--- config.mk ---
export PLATFORM = sky130hd
export DESIGN_NAME = reply_tracked_retransmit_slots_core_flat
export DESIGN_NICKNAME = d
export VERILOG_FILES = /design/src/hw/rtl/rts_pkg.sv /design/src/hw/rtl/rts_ifs.sv /design/src/hw/rtl/rts_ctrl.sv /design/src/hw/rtl/rts_dp.sv /design/src/hw/rtl/reply_tracked_retransmit_slots_core.sv /design/src/flat_wrapper.sv
export SDC_FILE = /design/constraint.sdc
export NUM_CORES = 1
export LEC_CHECK = 0
export ABC_AREA = 1
export BUFFER_PORTS_ARGS = -buffer_cell sky130_fd_sc_hd__clkbuf_2
export CAP_MARGIN = 0
export CORE_MARGIN = 1.5
export CORE_UTILIZATION = 47
export DETAILED_ROUTE_END_ITERATION = 6
export GPL_ROUTABILITY_DRIVEN = 0
export GPL_TIMING_DRIVEN = 0
export HOLD_SLACK_MARGIN = 0.15
export PLACE_DENSITY = 0.74
export SLEW_MARGIN = 20
export SYNTH_ARGS = -nofsm -noshare
export SYNTH_HDL_FRONTEND = slang
export SYNTH_SLANG_ARGS = --single-unit
--- constraint.sdc ---
create_clock -name i_clk -period 5.1 [get_ports i_clk]
set_clock_uncertainty 0.15 [all_clocks]
set_input_delay 0.765 -clock i_clk [delete_from_list [all_inputs] [get_ports i_clk]]
set_output_delay 0.765 -clock i_clk [all_outputs]
set_load 0.03 [all_outputs]
--- src/hw/rtl/rts_pkg.sv ---
// Shared types and constants for the retransmit slot table.
package rts_pkg;

    localparam int SLOTS   = 8;
    localparam int SLOT_IW = (SLOTS > 1) ? $clog2(SLOTS) : 1;
    localparam int SLOT_FW = 3;

    localparam logic [7:0]  REPLY_TOP_BIT = 8'h80;
    localparam logic [7:0]  CONFIG_CLASS  = 8'hC0;
    localparam logic [15:0] MAX_TICK_RST  = 16'd50;
    localparam logic [7:0]  MAX_RETRY_RST = 8'd5;

    typedef enum logic [1:0] {
        KIND_SEND  = 2'd0,
        KIND_REPLY = 2'd1,
        KIND_TICK  = 2'd2,
        KIND_CLEAR = 2'd3
    } t_kind;

    typedef enum logic {
        CFG_MAX_TICK  = 1'b0,
        CFG_MAX_RETRY = 1'b1
    } t_cfg_idx;

    typedef enum logic [2:0] {
        S_IDLE,
        S_SEND,
        S_REPLY,
        S_TICK,
        S_CLEAR,
        S_FIN
    } t_state;

    typedef struct packed {
        logic load;
        logic send_write;
        logic reply_step;
        logic tick_step;
        logic idx_inc;
        logic clr_all;
        logic emit_resend;
        logic emit_close;
    } t_ctrl_cmd;

    typedef struct packed {
        logic out_free;
        logic idx_last;
        logic tick_resend;
        logic tick_fault;
    } t_dp_stat;

endpackage

--- src/hw/rtl/rts_ifs.sv ---
// Request, result and configuration channel interfaces.
interface rts_req_if;
    import rts_pkg::*;
    logic        valid;
    logic        ready;
    t_kind       kind;
    logic [7:0]  pkt_type;
    logic [15:0] chan_id;
    logic [15:0] channel_num;
    logic        has_payload;
    modport source (output valid, kind, pkt_type, chan_id, channel_num, has_payload,
                    input ready);
    modport sink   (input valid, kind, pkt_type, chan_id, channel_num, has_payload,
                    output ready);
endinterface

interface rts_res_if;
    import rts_pkg::*;
    logic               valid;
    logic               ready;
    logic               accepted;
    logic [SLOT_FW-1:0] slot;
    logic               resend;
    logic               fault;
    logic               free_slot;
    logic               waiting_any;
    logic               last;
    modport source (output valid, accepted, slot, resend, fault, free_slot, waiting_any,
                    last, input ready);
    modport sink   (input valid, accepted, slot, resend, fault, free_slot, waiting_any,
                    last, output ready);
endinterface

interface rts_cfg_if;
    import rts_pkg::*;
    logic        valid;
    logic        ready;
    t_cfg_idx    index;
    logic [15:0] data;
    modport source (output valid, index, data, input ready);
    modport sink   (input valid, index, data, output ready);
endinterface

--- src/hw/rtl/rts_ctrl.sv ---
// Sequencer: walks the slot table for reply and tick requests and schedules results.
module rts_ctrl (
    input  logic              i_clk,
    input  logic              i_rst_n,
    input  logic              i_in_valid,
    input  rts_pkg::t_kind    i_kind,
    input  rts_pkg::t_dp_stat i_stat,
    output logic              o_in_ready,
    output rts_pkg::t_ctrl_cmd o_cmd
);
    import rts_pkg::*;

    t_state r_state;
    t_state n_state;

    always_ff @(posedge i_clk) begin
        if (!i_rst_n) begin
            r_state <= S_IDLE;
        end else begin
            r_state <= n_state;
        end
    end

    always_comb begin
        n_state = r_state;
        unique case (r_state)
            S_IDLE: begin
                if (i_in_valid) begin
                    unique case (i_kind)
                        KIND_SEND:  n_state = S_SEND;
                        KIND_REPLY: n_state = S_REPLY;
                        KIND_TICK:  n_state = S_TICK;
                        KIND_CLEAR: n_state = S_CLEAR;
                        default:    n_state = S_IDLE;
                    endcase
                end
            end
            S_SEND:  n_state = S_FIN;
            S_CLEAR: n_state = S_FIN;
            S_REPLY: begin
                if (i_stat.idx_last) n_state = S_FIN;
            end
            S_TICK: begin
                if (i_stat.tick_fault) begin
                    n_state = S_FIN;
                end else if (i_stat.tick_resend && !i_stat.out_free) begin
                    n_state = S_TICK;
                end else if (i_stat.idx_last) begin
                    n_state = S_FIN;
                end
            end
            S_FIN: begin
                if (i_stat.out_free) n_state = S_IDLE;
            end
            default: n_state = S_IDLE;
        endcase
    end

    always_comb begin
        o_in_ready = 1'b0;
        o_cmd      = '0;
        unique case (r_state)
            S_IDLE: begin
                o_in_ready = 1'b1;
                o_cmd.load = i_in_valid;
            end
            S_SEND:  o_cmd.send_write = 1'b1;
            S_CLEAR: o_cmd.clr_all    = 1'b1;
            S_REPLY: begin
                o_cmd.reply_step = 1'b1;
                o_cmd.idx_inc    = 1'b1;
            end
            S_TICK: begin
                // a resend result needs the output register; hold the slot until then
                if (!(i_stat.tick_resend && !i_stat.out_free)) begin
                    o_cmd.tick_step   = 1'b1;
                    o_cmd.idx_inc     = !i_stat.tick_fault;
                    o_cmd.emit_resend = i_stat.tick_resend;
                end
            end
            S_FIN:   o_cmd.emit_close = i_stat.out_free;
            default: o_cmd = '0;
        endcase
    end

endmodule

--- src/hw/rtl/rts_dp.sv ---
// Slot table, configuration registers, scan index and result register.
module rts_dp (
    input  logic               i_clk,
    input  logic               i_rst_n,
    rts_req_if.sink            i_req,
    rts_cfg_if.sink            i_cfg,
    rts_res_if.source          o_res,
    input  rts_pkg::t_ctrl_cmd i_cmd,
    output rts_pkg::t_dp_stat  o_stat
);
    import rts_pkg::*;

    logic [15:0] r_max_tick;
    logic [7:0]  r_max_retry;

    // held request fields
    logic [7:0]  r_pkt_type;
    logic [15:0] r_chan_id;
    logic [15:0] r_channel;
    logic        r_has_pay;

    logic [SLOTS-1:0] r_waiting;
    logic [7:0]       r_type    [SLOTS];
    logic [15:0]      r_chid    [SLOTS];
    logic [15:0]      r_chan    [SLOTS];
    logic             r_pay     [SLOTS];
    logic [15:0]      r_ticks   [SLOTS];
    logic [7:0]       r_retries [SLOTS];

    logic [SLOT_IW-1:0] r_idx;

    // closing result fields
    logic               r_acc;
    logic [SLOT_FW-1:0] r_slot;
    logic               r_fault;

    logic               r_out_valid;
    logic               r_o_acc;
    logic [SLOT_FW-1:0] r_o_slot;
    logic               r_o_resend;
    logic               r_o_fault;
    logic               r_o_free;
    logic               r_o_wait;
    logic               r_o_last;

    logic [SLOT_IW-1:0] first_free;
    logic               any_free;
    logic               reply_match;
    logic [15:0]        tick_dec;
    logic [7:0]         retry_dec;
    logic               expired;
    logic               out_free;

    assign i_cfg.ready = 1'b1;

    always_ff @(posedge i_clk) begin
        if (!i_rst_n) begin
            r_max_tick  <= MAX_TICK_RST;
            r_max_retry <= MAX_RETRY_RST;
        end else if (i_cfg.valid) begin
            unique case (i_cfg.index)
                CFG_MAX_TICK:  r_max_tick  <= i_cfg.data;
                CFG_MAX_RETRY: r_max_retry <= i_cfg.data[7:0];
                default: ;
            endcase
        end
    end

    always_comb begin
        first_free = '0;
        any_free   = 1'b0;
        for (int k = SLOTS - 1; k >= 0; k--) begin
            if (!r_waiting[k]) begin
                first_free = SLOT_IW'(k);
                any_free   = 1'b1;
            end
        end
    end

    // bit 7 of the stored type is masked; config-class commands with data also check channel
    always_comb begin
        reply_match = r_waiting[r_idx]
                   && (r_pkt_type == (r_type[r_idx] & ~REPLY_TOP_BIT))
                   && (r_chan_id == r_chid[r_idx])
                   && !(((r_type[r_idx] & CONFIG_CLASS) == CONFIG_CLASS)
                        && r_pay[r_idx] && (r_channel != r_chan[r_idx]));
    end

    assign tick_dec  = (r_ticks[r_idx] == '0) ? '0 : r_ticks[r_idx] - 16'd1;
    assign retry_dec = (r_retries[r_idx] == '0) ? '0 : r_retries[r_idx] - 8'd1;
    assign expired   = r_waiting[r_idx] && (tick_dec == '0);
    assign out_free  = !r_out_valid || o_res.ready;

    assign o_stat.out_free    = out_free;
    assign o_stat.idx_last    = (r_idx == SLOT_IW'(SLOTS - 1));
    assign o_stat.tick_resend = expired && (retry_dec != '0);
    assign o_stat.tick_fault  = expired && (retry_dec == '0);

    always_ff @(posedge i_clk) begin
        if (i_cmd.load) begin
            r_pkt_type <= i_req.pkt_type;
            r_chan_id  <= i_req.chan_id;
            r_channel  <= i_req.channel_num;
            r_has_pay  <= i_req.has_payload;
        end
    end

    always_ff @(posedge i_clk) begin
        if (!i_rst_n) begin
            r_idx   <= '0;
            r_acc   <= 1'b0;
            r_slot  <= '0;
            r_fault <= 1'b0;
        end else begin
            if (i_cmd.load) begin
                r_idx   <= '0;
                r_acc   <= 1'b0;
                r_slot  <= '0;
                r_fault <= 1'b0;
            end else if (i_cmd.idx_inc && !o_stat.idx_last) begin
                r_idx <= r_idx + 1'b1;
            end
            if (i_cmd.send_write && any_free) begin
                r_acc  <= 1'b1;
                r_slot <= SLOT_FW'(first_free);
            end
            if (i_cmd.tick_step && o_stat.tick_fault) begin
                r_fault <= 1'b1;
                r_slot  <= SLOT_FW'(r_idx);
            end
        end
    end

    always_ff @(posedge i_clk) begin
        if (!i_rst_n) begin
            r_waiting <= '0;
        end else if (i_cmd.clr_all) begin
            r_waiting <= '0;
        end else if (i_cmd.send_write && any_free) begin
            r_waiting[first_free] <= 1'b1;
        end else if (i_cmd.reply_step && reply_match) begin
            r_waiting[r_idx] <= 1'b0;
        end
    end

    // counters are only read while a slot waits, and a send always arms them
    always_ff @(posedge i_clk) begin
        if (i_cmd.send_write && any_free) begin
            r_type[first_free]    <= r_pkt_type;
            r_chid[first_free]    <= r_chan_id;
            r_chan[first_free]    <= r_channel;
            r_pay[first_free]     <= r_has_pay;
            r_ticks[first_free]   <= r_max_tick;
            r_retries[first_free] <= r_max_retry;
        end else if (i_cmd.tick_step && r_waiting[r_idx]) begin
            if (!expired) begin
                r_ticks[r_idx] <= tick_dec;
            end else if (retry_dec != '0) begin
                r_ticks[r_idx]   <= r_max_tick;
                r_retries[r_idx] <= retry_dec;
            end else begin
                r_ticks[r_idx]   <= '0;
                r_retries[r_idx] <= '0;
            end
        end
    end

    always_ff @(posedge i_clk) begin
        if (!i_rst_n) begin
            r_out_valid <= 1'b0;
        end else if (i_cmd.emit_resend || i_cmd.emit_close) begin
            r_out_valid <= 1'b1;
        end else if (o_res.ready) begin
            r_out_valid <= 1'b0;
        end
    end

    always_ff @(posedge i_clk) begin
        if (i_cmd.emit_resend) begin
            r_o_acc    <= 1'b0;
            r_o_slot   <= SLOT_FW'(r_idx);
            r_o_resend <= 1'b1;
            r_o_fault  <= 1'b0;
            r_o_free   <= ~&r_waiting;
            r_o_wait   <= |r_waiting;
            r_o_last   <= 1'b0;
        end else if (i_cmd.emit_close) begin
            r_o_acc    <= r_acc;
            r_o_slot   <= r_slot;
            r_o_resend <= 1'b0;
            r_o_fault  <= r_fault;
            r_o_free   <= ~&r_waiting;
            r_o_wait   <= |r_waiting;
            r_o_last   <= 1'b1;
        end
    end

    assign o_res.valid       = r_out_valid;
    assign o_res.accepted    = r_o_acc;
    assign o_res.slot        = r_o_slot;
    assign o_res.resend      = r_o_resend;
    assign o_res.fault       = r_o_fault;
    assign o_res.free_slot   = r_o_free;
    assign o_res.waiting_any = r_o_wait;
    assign o_res.last        = r_o_last;

endmodule

--- src/hw/rtl/reply_tracked_retransmit_slots_core.sv ---
// Top level of the reply-tracked retransmit slot table.
//
//  channel  | dir | handshake     | carries
//  ---------+-----+---------------+------------------------------------------
//  i_req    | in  | valid/ready   | kind, pkt_type, chan_id, channel_num, ...
//  o_res    | out | valid/ready   | accepted, slot, resend, fault, flags, last
//  i_cfg    | in  | valid/ready   | index (0 tick limit, 1 retry limit), data
//
// Send and clear requests pass through their working state and the finish
// state; reply and tick requests walk the table one slot per cycle, set by
// the single slot port. A tick that faults stops at that slot.
// Each resend result stalls the walk while the output register is occupied.
// One request at a time; the next is taken while the final result waits.
// Reset (synchronous) frees every slot and restores the limits to 50 and 5.
module reply_tracked_retransmit_slots_core (
    input  logic      i_clk,
    input  logic      i_rst_n,
    rts_req_if.sink   i_req,
    rts_cfg_if.sink   i_cfg,
    rts_res_if.source o_res
);
    import rts_pkg::*;

    t_ctrl_cmd cmd;
    t_dp_stat  stat;
    logic      in_ready;

    assign i_req.ready = in_ready;

    rts_ctrl u_ctrl (
        .i_clk      (i_clk),
        .i_rst_n    (i_rst_n),
        .i_in_valid (i_req.valid),
        .i_kind     (i_req.kind),
        .i_stat     (stat),
        .o_in_ready (in_ready),
        .o_cmd      (cmd)
    );

    rts_dp u_dp (
        .i_clk   (i_clk),
        .i_rst_n (i_rst_n),
        .i_req   (i_req),
        .i_cfg   (i_cfg),
        .o_res   (o_res),
        .i_cmd   (cmd),
        .o_stat  (stat)
    );

endmodule
--- src/flat_wrapper.sv ---
// flat-port wrapper written by rule: the top's interface ports become plain ports
module reply_tracked_retransmit_slots_core_flat import rts_pkg::*;
  (i_clk, i_rst_n, i_req_valid, i_req_kind, i_req_pkt_type, i_req_chan_id, i_req_channel_num, i_req_has_payload, i_req_ready, i_cfg_valid, i_cfg_index, i_cfg_data, i_cfg_ready, o_res_valid, o_res_accepted, o_res_slot, o_res_resend, o_res_fault, o_res_free_slot, o_res_waiting_any, o_res_last, o_res_ready);
  rts_req_if i_req_i ();
  rts_cfg_if i_cfg_i ();
  rts_res_if o_res_i ();
  input  logic i_clk;
  input  logic i_rst_n;
  input wire logic [$bits(i_req_i.valid)-1:0] i_req_valid;
  input wire logic [$bits(i_req_i.kind)-1:0] i_req_kind;
  input wire logic [$bits(i_req_i.pkt_type)-1:0] i_req_pkt_type;
  input wire logic [$bits(i_req_i.chan_id)-1:0] i_req_chan_id;
  input wire logic [$bits(i_req_i.channel_num)-1:0] i_req_channel_num;
  input wire logic [$bits(i_req_i.has_payload)-1:0] i_req_has_payload;
  output wire logic [$bits(i_req_i.ready)-1:0] i_req_ready;
  input wire logic [$bits(i_cfg_i.valid)-1:0] i_cfg_valid;
  input wire logic [$bits(i_cfg_i.index)-1:0] i_cfg_index;
  input wire logic [$bits(i_cfg_i.data)-1:0] i_cfg_data;
  output wire logic [$bits(i_cfg_i.ready)-1:0] i_cfg_ready;
  output wire logic [$bits(o_res_i.valid)-1:0] o_res_valid;
  output wire logic [$bits(o_res_i.accepted)-1:0] o_res_accepted;
  output wire logic [$bits(o_res_i.slot)-1:0] o_res_slot;
  output wire logic [$bits(o_res_i.resend)-1:0] o_res_resend;
  output wire logic [$bits(o_res_i.fault)-1:0] o_res_fault;
  output wire logic [$bits(o_res_i.free_slot)-1:0] o_res_free_slot;
  output wire logic [$bits(o_res_i.waiting_any)-1:0] o_res_waiting_any;
  output wire logic [$bits(o_res_i.last)-1:0] o_res_last;
  input wire logic [$bits(o_res_i.ready)-1:0] o_res_ready;
  assign i_req_i.valid = i_req_valid;
  assign i_req_i.kind = i_req_kind;
  assign i_req_i.pkt_type = i_req_pkt_type;
  assign i_req_i.chan_id = i_req_chan_id;
  assign i_req_i.channel_num = i_req_channel_num;
  assign i_req_i.has_payload = i_req_has_payload;
  assign i_req_ready = i_req_i.ready;
  assign i_cfg_i.valid = i_cfg_valid;
  assign i_cfg_i.index = i_cfg_index;
  assign i_cfg_i.data = i_cfg_data;
  assign i_cfg_ready = i_cfg_i.ready;
  assign o_res_valid = o_res_i.valid;
  assign o_res_accepted = o_res_i.accepted;
  assign o_res_slot = o_res_i.slot;
  assign o_res_resend = o_res_i.resend;
  assign o_res_fault = o_res_i.fault;
  assign o_res_free_slot = o_res_i.free_slot;
  assign o_res_waiting_any = o_res_i.waiting_any;
  assign o_res_last = o_res_i.last;
  assign o_res_i.ready = o_res_ready;
  reply_tracked_retransmit_slots_core u_core (.i_clk(i_clk), .i_rst_n(i_rst_n), .i_req(i_req_i), .i_cfg(i_cfg_i), .o_res(o_res_i));
endmodule
==> flow_summary.toml <==
[outcome]
run_status = "finished clean"

[floorplan]
chipWidth_um = 239
rows = 86
io_pins = 77
die_y_um = 239
coreArea_um2 = 55200
die_area_um2 = 57300
start_util_pct = 47.6

[yosys]
synth-main-ff-cell = "edfxtp_1"
synth-edff-count = 566
synth.distinct_cells = 51
synth_seq_cells = 617
synth-seq-area-share_pct = 68.6
syn_area_per_cell_um2 = 11.1
ys_warn_count = 0
async_reset_ff_share_pct = 0
postSynthCellCount = 2362
synthesis.area_um2 = 26300
synth_nets = 2435

[route]
detail_route.wl_per_cell_um = 20.7
drt-pass1-iter-count = 6
wl_mm = 69.3
detail_route.drc_violations = 0
final_antenna_net_count = 0
vias_per_cell = 5.74
vias = 19200
drtIter0Drc = 2362

[placed_design]
portBuffers = 74
dpl_cell_area_um2 = 28200
place_inst = 3209
dp.final_hpwl_mm = 45.5

[global_route]
grt_overflow = 0
grt_pass1_vias = 18600
grt_max_degree = 24
grt_usage_pct = 24.0
antenna_found_initial = 0
grt_pass1_wl_mm = 104

[pwr]
p_total_mw = 12.7
pwr-share-seq_pct = 48.2
clock_power_share_pct = 36.4
ir_drop_uv = 369
p_sw_share_pct = 27.8
power.leakage_nw = 11.2
switching_power_mw = 3.52
comb_power_share_pct = 15.4
p_int_mw = 9.15
p_per_area_nw_per_um2 = 415

[cts]
path_clk_slew_ns = 0.06
numCtsBuffers = 61
worstSkewPairLatency_ns = 0.65
cts_buffer_depth = 3
postCtsSetupRepairBufs = 0
cts.sinks = 617
cts_tree = "built"
cts_root_buffer = "clkbuf_16"
cts.htree.levels = 2

[final_layout]
finish.utilization_pct = 55.2
antenna_cells = 0
drive_above_1_share_pct = 12.4
areaGrowthSynthToFinish_pct = 16.1
final_common_cell = "edfxtp_1"
layoutNonFillerInstCount = 3346
layout_common_cells = "edfxtp_1 (566), nand2_1 (421), nor2_1 (308)"
finalInstanceArea_um2 = 30500
fin_nets = 2622

[worst_setup_path]
crit_path_top_delay_cell = "nor2_2"
critPathMaxStageDelay_ns = 0.66
start_kind = "flop"
cp_common_cell = "nand2_1"
critPathKind = "reg2reg"
worstPathMaxFanout = 10
cp.arrival_ns = 5.18
worst-r2r-cell-count = 23
crit_chain = "buf_4 > buf_4 > clkbuf_1 > nor2_1 > o21ai_0 > o211ai_1 > nand2_1 > ha_1 > inv_1 > nor2_2 > nand2_2 > nand2_1 > nand2_1 > nor2_1 > nand2_1 > nor2_4 > inv_2 > nand3_4 > nand3_4 > nand2_1 > nand3_1 > nor2_2 > buf_8"
required_ns = 5.30
end_kind = "flop"

[sta]
rsz0062_at_grt = "true"
maxSlewHeadroom_pct = 27.5
worst_pin_slew_ns = 1.08
holdWs_ns = 0.176
fin_crit_sh_pct = 97.7
min_period_ns = 4.98
finalHoldViolCount = 0
setup_viol = 0
fmax_mhz = 201
drv_slew = 0

[min_path]
holdPathStages = 1
min_path_type = "in2reg"

[job]
max-cap-violations = 0
==> worst max-delay path: cells and delay by family, from the launching register on <==
family                   cells  cell delay [ns]
AO/OA/AOI/OAI                2             0.25
buffers and inverters        6             1.20
adder cells (fa/ha/maj)      1             0.22
flip-flops                   1             0.31
AND/OR/NAND/NOR             14             2.53
==> routing by layer <==
metal  track usage [%]  vias to the layer above  wire length (um)
met5                 0                        -                 0
met4              11.0                        0              2890
met3              3.79                      200              5870
met2              41.5                     1094             34400
met1              29.5                     9244             26100
li1                  -                     8660                 -
==> power groups by stage <==
stage	clock network (mW)	registers, mW	logic, mW
floorplan	0	6.15	1.23
global placement	0	6.20	1.78
detailed placement	0	6.20	1.88
CTS	4.62	6.09	1.92
global route	4.83	6.12	2.13
finish	4.61	6.10	1.96
==> cells by family (layout without fill, tap and decap cells) <==
| group | after synthesis | in the layout | synth area share [%] |
|---|---|---|---|
| xor+xnor | 24 | 24 | 0.800 |
| flops | 617 | 617 | 68.6 |
| simple gates | 950 | 950 | 15.2 |
| other cells | 1 | 1 | 0.0143 |
| compound gates | 459 | 459 | 9.83 |
| fa+ha+maj | 8 | 8 | 0.381 |
| buf+inv | 303 | 539 | 5.23 |
==> cell usage after synthesis, types with 4 or more instances <==
master / count / area share (%)
a21oi_1: 44 / 0.84
buf_1: 5 / 0.071
buf_2: 41 / 0.78
buf_4: 15 / 0.43
buf_6: 15 / 0.64
clkbuf_1: 41 / 0.59
dfxtp_1: 51 / 3.9
edfxtp_1: 566 / 65
ha_1: 8 / 0.38
inv_1: 176 / 2.5
inv_2: 7 / 0.10
nand2_1: 421 / 6.0
nand2_2: 9 / 0.21
nand3_1: 128 / 2.4
nand4_1: 25 / 0.60
nor2_1: 324 / 4.6
nor2_2: 7 / 0.17
nor3_1: 9 / 0.17
nor4_1: 9 / 0.21
o211ai_1: 19 / 0.54
o21ai_0: 245 / 4.7
o21ai_1: 48 / 0.91
o221ai_1: 25 / 0.83
o22ai_1: 61 / 1.5
or2_2: 4 / 0.095
xnor2_1: 11 / 0.37
xor2_1: 13 / 0.43
==> path summary, 6_finish.rpt <==
| path | startpoint | to | slack [ns] |
|---|---|---|---|
| setup / recovery | flop | u_core.u_dp.r_ticks[3][8] | 0.12 |
| hold / removal | i_req_channel_num[13] | u_core.u_dp.r_channel[13] | 0.18 |
| setup reg to reg | flop | u_core.u_dp.r_ticks[3][8] | 0.12 |
| hold reg to reg | u_core.u_dp.o_res.resend | u_core.u_dp.o_res.resend | 0.31 |
==> final cells by class <==
type	count	area (um^2)
buffer	118	676
fill	4423	24700
inverter	185	699
timing repair buffer	124	1130
tap	748	936
clock buffer	78	1590
multi-input combinational	1442	6990
clock inverter	34	458
sequential	617	18000
==> what timing repair did <==
item	4_1_cts	5_1_grt
endpoints found under the setup margin	0	50
gates resized for setup	0	6
hold buffers	25	0
hold endpoints to repair	25	0
==> state kept, by name, indices dropped and copies added, names as in the netlist, 3 cells and up, named ones only <==
register and cells:
u_core.u_dp.r_chan 128, u_core.u_dp.r_pay 8, u_core.u_dp.r_pkt_type 8, u_core.u_ctrl.r_state 3
u_core.u_dp.r_max_retry 8, u_core.u_dp.r_chan_id 16, u_core.u_dp.r_slot 3, u_core.u_dp.r_waiting 8
u_core.u_dp.r_type 64, u_core.u_dp.r_retries 64, u_core.u_dp.o_res.slot 3, u_core.u_dp.r_idx 3
u_core.u_dp.r_ticks 128, u_core.u_dp.r_max_tick 16, u_core.u_dp.r_channel 16, u_core.u_dp.r_chid 128
==> stage by stage <==
stage	setup WS, ns	TNS, ns
after floorplan	1.05	0
after global placement	-0.434	-134.88
after detailed placement	0.140	0
after CTS	0.145	0
after global routing	-0.136	-3.54
final	0.117	0
No activity file was read; power rests on OpenSTA's default activity.
